==> src/hbc_pkg.sv <==
`timescale 1ns / 1ps
`default_nettype none
package hbc_pkg;

  localparam int MAX_BINS   = 64;
  localparam int VALUE_BITS = 32;
  localparam int WIDTH_BITS = 31;
  localparam int CNT_BITS   = 7;
  localparam int IDX_W      = $clog2(MAX_BINS + 1);
  localparam int DEPTH      = MAX_BINS + 1;
  localparam int D_W        = VALUE_BITS + 1;
  localparam int KW         = (IDX_W > 1) ? $clog2(IDX_W) : 1;
  localparam int ALU_W      = ((D_W > WIDTH_BITS + IDX_W) ? D_W : WIDTH_BITS + IDX_W) + 1;

  localparam int CFG_IDX_W  = 2;
  localparam int CFG_DATA_W = 32;

  localparam logic [CFG_IDX_W-1:0] REG_MODE      = 2'd0;
  localparam logic [CFG_IDX_W-1:0] REG_RANGE_MIN = 2'd1;
  localparam logic [CFG_IDX_W-1:0] REG_BIN_WIDTH = 2'd2;
  localparam logic [CFG_IDX_W-1:0] REG_BIN_COUNT = 2'd3;

  localparam logic ACT_CLASSIFY = 1'b0;
  localparam logic ACT_WRITE    = 1'b1;

  localparam logic MODE_UNIFORM = 1'b0;
  localparam logic MODE_EDGES   = 1'b1;

  typedef struct packed {
    logic                         action;
    logic signed [VALUE_BITS-1:0] value;
    logic [IDX_W-1:0]             entry_index;
  } hbc_in_t;

  typedef struct packed {
    logic [IDX_W-1:0] bin_index;
    logic             outside;
  } hbc_out_t;

  typedef struct packed {
    logic [ALU_W-1:0] diff;
    logic             ge;
    logic             eq;
  } hbc_cmp_t;

endpackage
`default_nettype wire

==> src/hbc_ram.sv <==
`timescale 1ns / 1ps
`default_nettype none
module hbc_ram #(
  parameter int WIDTH = 32,
  parameter int DEPTH = 65,
  parameter int AW    = (DEPTH > 1) ? $clog2(DEPTH) : 1
) (
  input  logic             clk_i,
  input  logic             we_i,
  input  logic [AW-1:0]    waddr_i,
  input  logic [WIDTH-1:0] wdata_i,
  input  logic [AW-1:0]    raddr_i,
  output logic [WIDTH-1:0] rdata_o
);

  logic [WIDTH-1:0] mem_q [DEPTH];

  always_ff @(posedge clk_i) begin
    if (we_i) begin
      mem_q[waddr_i] <= wdata_i;
    end
    rdata_o <= mem_q[raddr_i];
  end

endmodule
`default_nettype wire

==> src/hbc_alu.sv <==
`timescale 1ns / 1ps
`default_nettype none
module hbc_alu (
  input  logic [hbc_pkg::ALU_W-1:0] a_i,
  input  logic [hbc_pkg::ALU_W-1:0] b_i,
  output hbc_pkg::hbc_cmp_t         cmp_o
);
  import hbc_pkg::*;

  // operands fit in one bit less than ALU_W, so the difference never overflows
  logic [ALU_W-1:0] diff;

  assign diff       = a_i - b_i;
  assign cmp_o.diff = diff;
  assign cmp_o.ge   = ~diff[ALU_W-1];
  assign cmp_o.eq   = (a_i == b_i);

endmodule
`default_nettype wire

==> src/histogram_bin_classifier_core.sv <==
`timescale 1ns / 1ps
`default_nettype none
// Histogram bin classifier.
// Input channel (in_valid_i / in_stall_o / in_data_i): one beat is either a
// classify request or an edge table write. A write updates the table in the
// accept cycle and yields no output beat. A classify yields one output beat
// (out_valid_o / out_stall_i / out_data_o) with the bin and an outside flag.
// Uniform mode: subtract, one range check, then one restoring divide step per
// cycle through the shared subtract/compare unit; a sample below range_min
// ends after the subtract, one whose quotient passes the index range after
// the range check. Edge mode: two table reads for the range test, then one
// table entry per cycle through the same unit (count clamped to 1..64); a
// sample that misses the range ends after the range test. The table RAM has
// one registered read port, which sets the scan rate. in_stall_o is high
// while a classify is in progress, so the next beat is taken the cycle after
// the result issues; writes go back to back. One finished result is held in
// the output register, so a new beat is taken while the previous result
// waits under out_stall_i; a second result waits in the core.
// Configuration (cfg_valid_i / cfg_ready_o) is always ready and is to be
// written only while idle; the core does not enforce this. Reset sets mode 0,
// range_min 0, bin_width 1, bin_count 1.
module histogram_bin_classifier_core (
  input  logic                             clk_i,
  input  logic                             rst_ni,
  input  logic                             in_valid_i,
  output logic                             in_stall_o,
  input  hbc_pkg::hbc_in_t                 in_data_i,
  output logic                             out_valid_o,
  input  logic                             out_stall_i,
  output hbc_pkg::hbc_out_t                out_data_o,
  input  logic                             cfg_valid_i,
  output logic                             cfg_ready_o,
  input  logic [hbc_pkg::CFG_IDX_W-1:0]    cfg_index_i,
  input  logic [hbc_pkg::CFG_DATA_W-1:0]   cfg_data_i
);
  import hbc_pkg::*;

  typedef enum logic [3:0] {
    ST_IDLE,
    ST_SUB,
    ST_OVF,
    ST_DIV,
    ST_FIN,
    ST_RD_LO,
    ST_CHK_LO,
    ST_CHK_HI,
    ST_SCAN,
    ST_DONE
  } state_e;

  state_e                       state_q;
  logic                         mode_q;
  logic signed [VALUE_BITS-1:0] range_min_q;
  logic [WIDTH_BITS-1:0]        bin_width_q;
  logic [CNT_BITS-1:0]          bin_count_q;

  logic signed [VALUE_BITS-1:0] val_q;
  logic [D_W-1:0]               rem_q;
  logic [IDX_W-1:0]             quot_q;
  logic [KW-1:0]                k_q;
  logic [IDX_W-1:0]             scan_q;
  logic                         ge_lo_q;
  hbc_out_t                     res_q;
  hbc_out_t                     out_q;
  logic                         out_valid_q;

  logic [IDX_W-1:0]             n_eff;
  logic [WIDTH_BITS-1:0]        w_eff;
  logic [ALU_W-1:0]             alu_a;
  logic [ALU_W-1:0]             alu_b;
  hbc_cmp_t                     cmp;
  logic                         in_accept;
  logic                         ram_we;
  logic [IDX_W-1:0]             raddr;
  logic [VALUE_BITS-1:0]        rdata;

  assign cfg_ready_o = 1'b1;
  assign in_stall_o  = (state_q != ST_IDLE);
  assign in_accept   = in_valid_i && !in_stall_o;
  assign out_valid_o = out_valid_q;
  assign out_data_o  = out_q;

  always_comb begin
    if (bin_count_q == '0) begin
      n_eff = IDX_W'(1);
    end else if (32'(bin_count_q) > 32'(MAX_BINS)) begin
      n_eff = IDX_W'(MAX_BINS);
    end else begin
      n_eff = IDX_W'(bin_count_q);
    end
  end

  assign w_eff = (bin_width_q == '0) ? WIDTH_BITS'(1) : bin_width_q;

  always_ff @(posedge clk_i or negedge rst_ni) begin
    if (!rst_ni) begin
      mode_q      <= MODE_UNIFORM;
      range_min_q <= '0;
      bin_width_q <= WIDTH_BITS'(1);
      bin_count_q <= CNT_BITS'(1);
    end else if (cfg_valid_i && cfg_ready_o) begin
      case (cfg_index_i)
        REG_MODE:      mode_q      <= cfg_data_i[0];
        REG_RANGE_MIN: range_min_q <= VALUE_BITS'(cfg_data_i);
        REG_BIN_WIDTH: bin_width_q <= cfg_data_i[WIDTH_BITS-1:0];
        REG_BIN_COUNT: bin_count_q <= cfg_data_i[CNT_BITS-1:0];
        default: ;
      endcase
    end
  end

  assign ram_we = in_accept && (in_data_i.action == ACT_WRITE) &&
                  (32'(in_data_i.entry_index) <= 32'(MAX_BINS));

  always_comb begin
    case (state_q)
      ST_CHK_LO: raddr = n_eff;
      ST_CHK_HI: raddr = IDX_W'(1);
      ST_SCAN:   raddr = (scan_q < n_eff) ? scan_q + IDX_W'(1) : '0;
      default:   raddr = '0;
    endcase
  end

  hbc_ram #(
    .WIDTH (VALUE_BITS),
    .DEPTH (DEPTH)
  ) u_edges (
    .clk_i   (clk_i),
    .we_i    (ram_we),
    .waddr_i (in_data_i.entry_index),
    .wdata_i (in_data_i.value),
    .raddr_i (raddr),
    .rdata_o (rdata)
  );

  always_comb begin
    case (state_q)
      ST_SUB: begin
        alu_a = {{(ALU_W-VALUE_BITS){val_q[VALUE_BITS-1]}}, val_q};
        alu_b = {{(ALU_W-VALUE_BITS){range_min_q[VALUE_BITS-1]}}, range_min_q};
      end
      ST_OVF: begin
        alu_a = ALU_W'(rem_q);
        alu_b = ALU_W'(w_eff) << IDX_W;
      end
      ST_DIV: begin
        alu_a = ALU_W'(rem_q);
        alu_b = ALU_W'(w_eff) << k_q;
      end
      ST_CHK_LO, ST_CHK_HI, ST_SCAN: begin
        alu_a = {{(ALU_W-VALUE_BITS){val_q[VALUE_BITS-1]}}, val_q};
        alu_b = {{(ALU_W-VALUE_BITS){rdata[VALUE_BITS-1]}}, rdata};
      end
      default: begin
        alu_a = '0;
        alu_b = '0;
      end
    endcase
  end

  hbc_alu u_alu (
    .a_i   (alu_a),
    .b_i   (alu_b),
    .cmp_o (cmp)
  );

  always_ff @(posedge clk_i or negedge rst_ni) begin
    if (!rst_ni) begin
      state_q     <= ST_IDLE;
      val_q       <= '0;
      rem_q       <= '0;
      quot_q      <= '0;
      k_q         <= '0;
      scan_q      <= '0;
      ge_lo_q     <= 1'b0;
      res_q       <= '0;
      out_q       <= '0;
      out_valid_q <= 1'b0;
    end else begin
      if (out_valid_q && !out_stall_i && (state_q != ST_DONE)) begin
        out_valid_q <= 1'b0;
      end
      case (state_q)
        ST_IDLE: begin
          if (in_accept && (in_data_i.action == ACT_CLASSIFY)) begin
            val_q   <= in_data_i.value;
            quot_q  <= '0;
            state_q <= (mode_q == MODE_EDGES) ? ST_RD_LO : ST_SUB;
          end
        end
        ST_SUB: begin
          rem_q <= cmp.diff[D_W-1:0];
          if (cmp.ge) begin
            state_q <= ST_OVF;
          end else begin
            res_q   <= '{bin_index: n_eff, outside: 1'b1};
            state_q <= ST_DONE;
          end
        end
        ST_OVF: begin
          // quotient beyond the index range can never be a bin or the top edge
          if (cmp.ge) begin
            res_q   <= '{bin_index: n_eff, outside: 1'b1};
            state_q <= ST_DONE;
          end else begin
            k_q     <= KW'(IDX_W - 1);
            state_q <= ST_DIV;
          end
        end
        ST_DIV: begin
          if (cmp.ge) begin
            rem_q       <= cmp.diff[D_W-1:0];
            quot_q[k_q] <= 1'b1;
          end
          if (k_q == '0) begin
            state_q <= ST_FIN;
          end else begin
            k_q <= k_q - KW'(1);
          end
        end
        ST_FIN: begin
          if (quot_q < n_eff) begin
            res_q <= '{bin_index: quot_q, outside: 1'b0};
          end else if (quot_q == n_eff && rem_q == '0) begin
            res_q <= '{bin_index: n_eff - IDX_W'(1), outside: 1'b0};
          end else begin
            res_q <= '{bin_index: n_eff, outside: 1'b1};
          end
          state_q <= ST_DONE;
        end
        ST_RD_LO: begin
          state_q <= ST_CHK_LO;
        end
        ST_CHK_LO: begin
          ge_lo_q <= cmp.ge;
          state_q <= ST_CHK_HI;
        end
        ST_CHK_HI: begin
          if (ge_lo_q && !cmp.ge) begin
            scan_q  <= IDX_W'(1);
            state_q <= ST_SCAN;
          end else if (cmp.eq) begin
            res_q   <= '{bin_index: n_eff - IDX_W'(1), outside: 1'b0};
            state_q <= ST_DONE;
          end else begin
            res_q   <= '{bin_index: n_eff, outside: 1'b1};
            state_q <= ST_DONE;
          end
        end
        ST_SCAN: begin
          if (!cmp.ge) begin
            res_q   <= '{bin_index: scan_q - IDX_W'(1), outside: 1'b0};
            state_q <= ST_DONE;
          end else if (scan_q >= n_eff) begin
            res_q   <= '{bin_index: n_eff, outside: 1'b1};
            state_q <= ST_DONE;
          end else begin
            scan_q <= scan_q + IDX_W'(1);
          end
        end
        ST_DONE: begin
          if (!out_valid_q || !out_stall_i) begin
            out_q       <= res_q;
            out_valid_q <= 1'b1;
            state_q     <= ST_IDLE;
          end
        end
        default: begin
          state_q <= ST_IDLE;
        end
      endcase
    end
  end

  a_write_no_work: assert property (@(posedge clk_i) disable iff (!rst_ni)
    in_accept && (in_data_i.action == ACT_WRITE) |=> state_q == ST_IDLE)
    else $error("edge write started a classification");

  a_scan_range: assert property (@(posedge clk_i) disable iff (!rst_ni)
    state_q == ST_SCAN |-> (scan_q >= IDX_W'(1)) && (scan_q <= n_eff))
    else $error("edge scan index out of range");

  a_result_form: assert property (@(posedge clk_i) disable iff (!rst_ni)
    state_q == ST_DONE |->
      (res_q.outside && res_q.bin_index == n_eff) ||
      (!res_q.outside && res_q.bin_index < n_eff))
    else $error("result bin inconsistent with outside flag");

  a_div_steps: assert property (@(posedge clk_i) disable iff (!rst_ni)
    state_q == ST_FIN |-> $past(state_q) == ST_DIV && $past(k_q) == '0)
    else $error("divide finished early");

endmodule
`default_nettype wire
==> config.mk <==
export PLATFORM = sky130hd
export DESIGN_NAME = histogram_bin_classifier_core
export DESIGN_NICKNAME = d
export VERILOG_FILES = /design/src/hbc_pkg.sv /design/src/hbc_ram.sv /design/src/hbc_alu.sv /design/src/histogram_bin_classifier_core.sv
export SDC_FILE = /design/constraint.sdc
export NUM_CORES = 2
export LEC_CHECK = 0
export BUFFER_PORTS_ARGS = -buffer_cell sky130_fd_sc_hd__buf_2
export CAP_MARGIN = 10
export CORE_MARGIN = 5
export CORE_UTILIZATION = 53
export DETAILED_ROUTE_END_ITERATION = 10
export PLACE_DENSITY = 0.8
export REMOVE_ABC_BUFFERS = 1
export SLEW_MARGIN = 10
export SYNTH_ARGS = -nofsm -noshare
export SYNTH_HDL_FRONTEND = slang
export SYNTH_SLANG_ARGS = --single-unit
==> constraint.sdc <==
create_clock -name clk_i -period 6.1 [get_ports clk_i]
set_input_delay 0.305 -clock clk_i [delete_from_list [all_inputs] [get_ports clk_i]]
set_output_delay 0.305 -clock clk_i [all_outputs]
set_load 0.05 [all_outputs]
==> results.md <==
* Status: completed
* RSZ-0062 raised after global routing: no
* Final net count at between 6000 and 7000
* Design Area, Final at 105000 um2
* IO Pins at 90
* Largest area contributor in the netlist: edfxtp_1
* Die area at 185000 um2
* Register area share after synthesis at 72.3%
* Leak Pwr at roughly 0.035 uW
* Post-CTS Setup Bufs at 0
* Site Rows at approximately 150
* DRC viols at 0
* Pre-antenna DRT Iters at 8
* Ys async rst share at 7.65%
* Startpoint Class: flop
* Pin count of the biggest net entering global routing at 108
* Endpoint type of the worst setup path: flop
* First-pass GRT wire length at 390000 um
* Initial antenna violation count at 20
* H-Tree Depth at 4
* WL/cell at 30.7 um
* Crit path time final at 5990 ps
* CP arrival at 6770 ps
* Flops & latches, synth at 2287
* Final Non-Filler Cells at around 8800
* Vias in the first global route at 57625
* Detail Route Antenna Nets at 0
* Clock Sinks at 2287
* Core Area at 176000 um2
* Area grow syn2layout at 12.4%
* Max-cap violations at 0
* Post-synth EDFFs at about 2100
* CTS tree: built
* Synth warn at 0
* Post-Syn Area per Cell at around 15 um2
* Vias per Instance at about 6.7
* Slew margin rel. at 10.3%
* GRT Residual Overflow at 0
* Hold WC Path Type: input port to asynchronous set/reset pin
* Routed WL at 270000 um
* I/O Buffers at 88
* Top post-synthesis cells by area: edfxtp_1 (67%), mux4_2 (6.8%), nand2_1 (5.0%), dfrtp_1 (4.6%), a311oi_1 (1.9%)
* CP max FO at 41
* Total global routing track utilization at 28.6%
* RD Place Congestion at ~0.93
* Total number of vias at 58773
* Endpoints failing setup at 0
* Top cell type's share of synthesized area at 66.9%
* CTS clk-pin slew, worst paths at 60 ps
* Starting density of the core at 53.2%
* Tcrit/Tclk final at between 90% and 100%
* HPWL after DPL at 155000 um
* Fin. max-slew vios at 0
* Power Density at 403 nW/um2
* Worst hold slack at approximately 99 ps
* DIE HEIGHT at between 400 and 500 um
* Worst-margin pin slew at 1350 ps
* Data required, critical path at around 6900 ps
* Mapped Area at 93300 um2
* Die width at 430 um
* Clock Latency Late Sink at 850 ps
* Clock Path Buffers at 3
* Initial DRC count at 9646
* Distinct cells, synth at 96
* Share of layout cells above drive strength 1 at 17.5%
* Synth Instances at 6050
* Final hold viol count at 0
* CTS buffer count at 210
* Final clock skew at 33.9 ps
* Main synth FF type: edfxtp_1
* Fmax at 167 MHz
* Crit path kind: flop to flop
* Placed insts at 8346
* Root Driver: clkbuf_16
* Maximum vdd drop at ~0.00034 V
* Post-DP Area at 97600 um2
* Final Power at 42300 uW
-- synthesized netlist by cell type, drive strengths merged (15+ instances only) --
cell type,n
a21o,21
mux2i,23
nand2,1245
o22a,26
nor4,21
o221a,28
dfxtp,32
mux2,90
o22ai,81
nor3,37
nand4,29
a22o,55
inv,25
o221ai,31
nor2,162
o21ai,168
a31oi,15
clkbuf,211
a311oi,200
buf,166
a21oi,106
ha,57
nand3,192
dfrtp,173
xor2,23
a211oi,40
and3,205
xnor2,18
edfxtp,2080
mux4,280
o31ai,27
-- kinds of logic (layout without fill, tap and decap cells) --
family | after synthesis | count (layout) | synth area share (%)
AO/OA/AOI/OAI | 887 | 887 | 6.98
buffers and inverters | 403 | 788 | 2.13
other | 1 | 9 | 0.00402
flip-flops | 2287 | 2287 | 72.3
AND/OR/NAND/NOR | 1980 | 1980 | 9.29
multiplexers | 393 | 393 | 8.09
adder cells (fa/ha/maj) | 58 | 58 | 0.786
XOR/XNOR | 41 | 41 | 0.385
-- routing by layer --
metal / global-route usage (%) / vias to the layer above / part of all wire (%)
met5: 0 / - / 0.027
met4: 16.7 / 12 / 6.9
met3: 7.07 / 885 / 12
met2: 44.8 / 4613 / 47
met1: 36.8 / 29289 / 34
li1: - / 23974 / -
-- power by group --
group	switching [uW]	internal, uW	total [uW]
registers	665	17600	18300
clock network	5780	7460	13200
logic	6530	4230	10800
-- cell type report --
type                            count  area (um2)
Fill cell                       12232       70600
Sequential cell                  2287       67500
Multi-Input combinational cell   3360       24400
Clock buffer                      276        5690
Timing Repair Buffer              370        3060
Tap cell                         2340        2930
Clock inverter                    116        1200
Inverter                           26        97.6
Antenna cell                        8        20.0
-- cell usage in the layout, fill, tap and decap left out, types with 37 or more instances in the layout --
cell           netlist  routed
a311oi_1           199     199
ha_1                57      57
a22o_1              55      55
a21oi_1            106     103
clkbuf_16            0     214
clkbuf_1           209      52
o22ai_1             80      79
buf_4               22     213
nor2_1             162      95
buf_2               92      87
mux2_2              86      86
nor2_4               0      65
dlygate4sd3_1        0      37
o21ai_0            166     166
edfxtp_1          2080    2080
and3_1             205     205
nand3_1            192     192
clkinv_1             1      42
a211oi_1            39      39
nand2_1           1243    1243
dfrtp_1            173     172
mux4_2             280     280
-- final timing paths --
| path | slack (ps) | end | depth (start not counted) | startpoint |
|---|---|---|---|---|
| worst max-delay path | 110 | u_edges.rdata_o[22] | 13 | bin_count_q[6] |
| worst min-delay path | 100 | state_q[1] | 2 | rst_ni |
| worst max register to register | 110 | u_edges.rdata_o[22] | 13 | bin_count_q[6] |
| worst min register to register | 480 | res_q[0] | 1 | res_q[0] |
| max in group asynchronous | 4490 | bin_width_q[3] | 3 | rst_ni |
| min in group clk_i | 110 | quot_q[6] | 4 | in_data_i[39] |
-- what timing repair did --
| item | CTS | global route |
|---|---|---|
| hold endpoints to repair | 180 | 0 |
| gates resized for setup | 0 | 4 |
| hold buffers | 37 | 0 |
| endpoints found under the setup margin | 0 | 4 |
-- state kept, by name, summed over array words and instances (netlist names) --
register	flops
out_valid_o	1
k_q	3
res_q	8
scan_q	7
out_data_o	8
quot_q	7
val_q	32
state_q	4
ge_lo_q	1
rem_q	33
range_min_q	32
u_edges.rdata_o	32
u_edges.mem_q	2080
mode_q	1
bin_width_q	31
bin_count_q	7
-- per-stage QoR --
step | setup slack [ps] | utilization (%) | TNS (ps)
global route | 6.41 | 59.8 | 0
detailed placement | 208 | 55.6 | 0
global placement | 255 | 55.6 | 0
finish | 115 | 59.8 | 0
CTS | 159 | 59.7 | 0
floorplan | -11740 | - | -462780
-- critical path: stages, from the launching register on --
cell,delay [ps]
dfrtp_1,520
nor2b_1,500
inv_1,280
ha_1,360
a211o_1,370
a211oi_4,430
a31o_4,780
buf_12,290
buf_12,280
mux4_2,260
o22a_1,200
o221ai_1,230
o31ai_1,1000
o221a_1,340
Power figures use the tool's default switching activity.
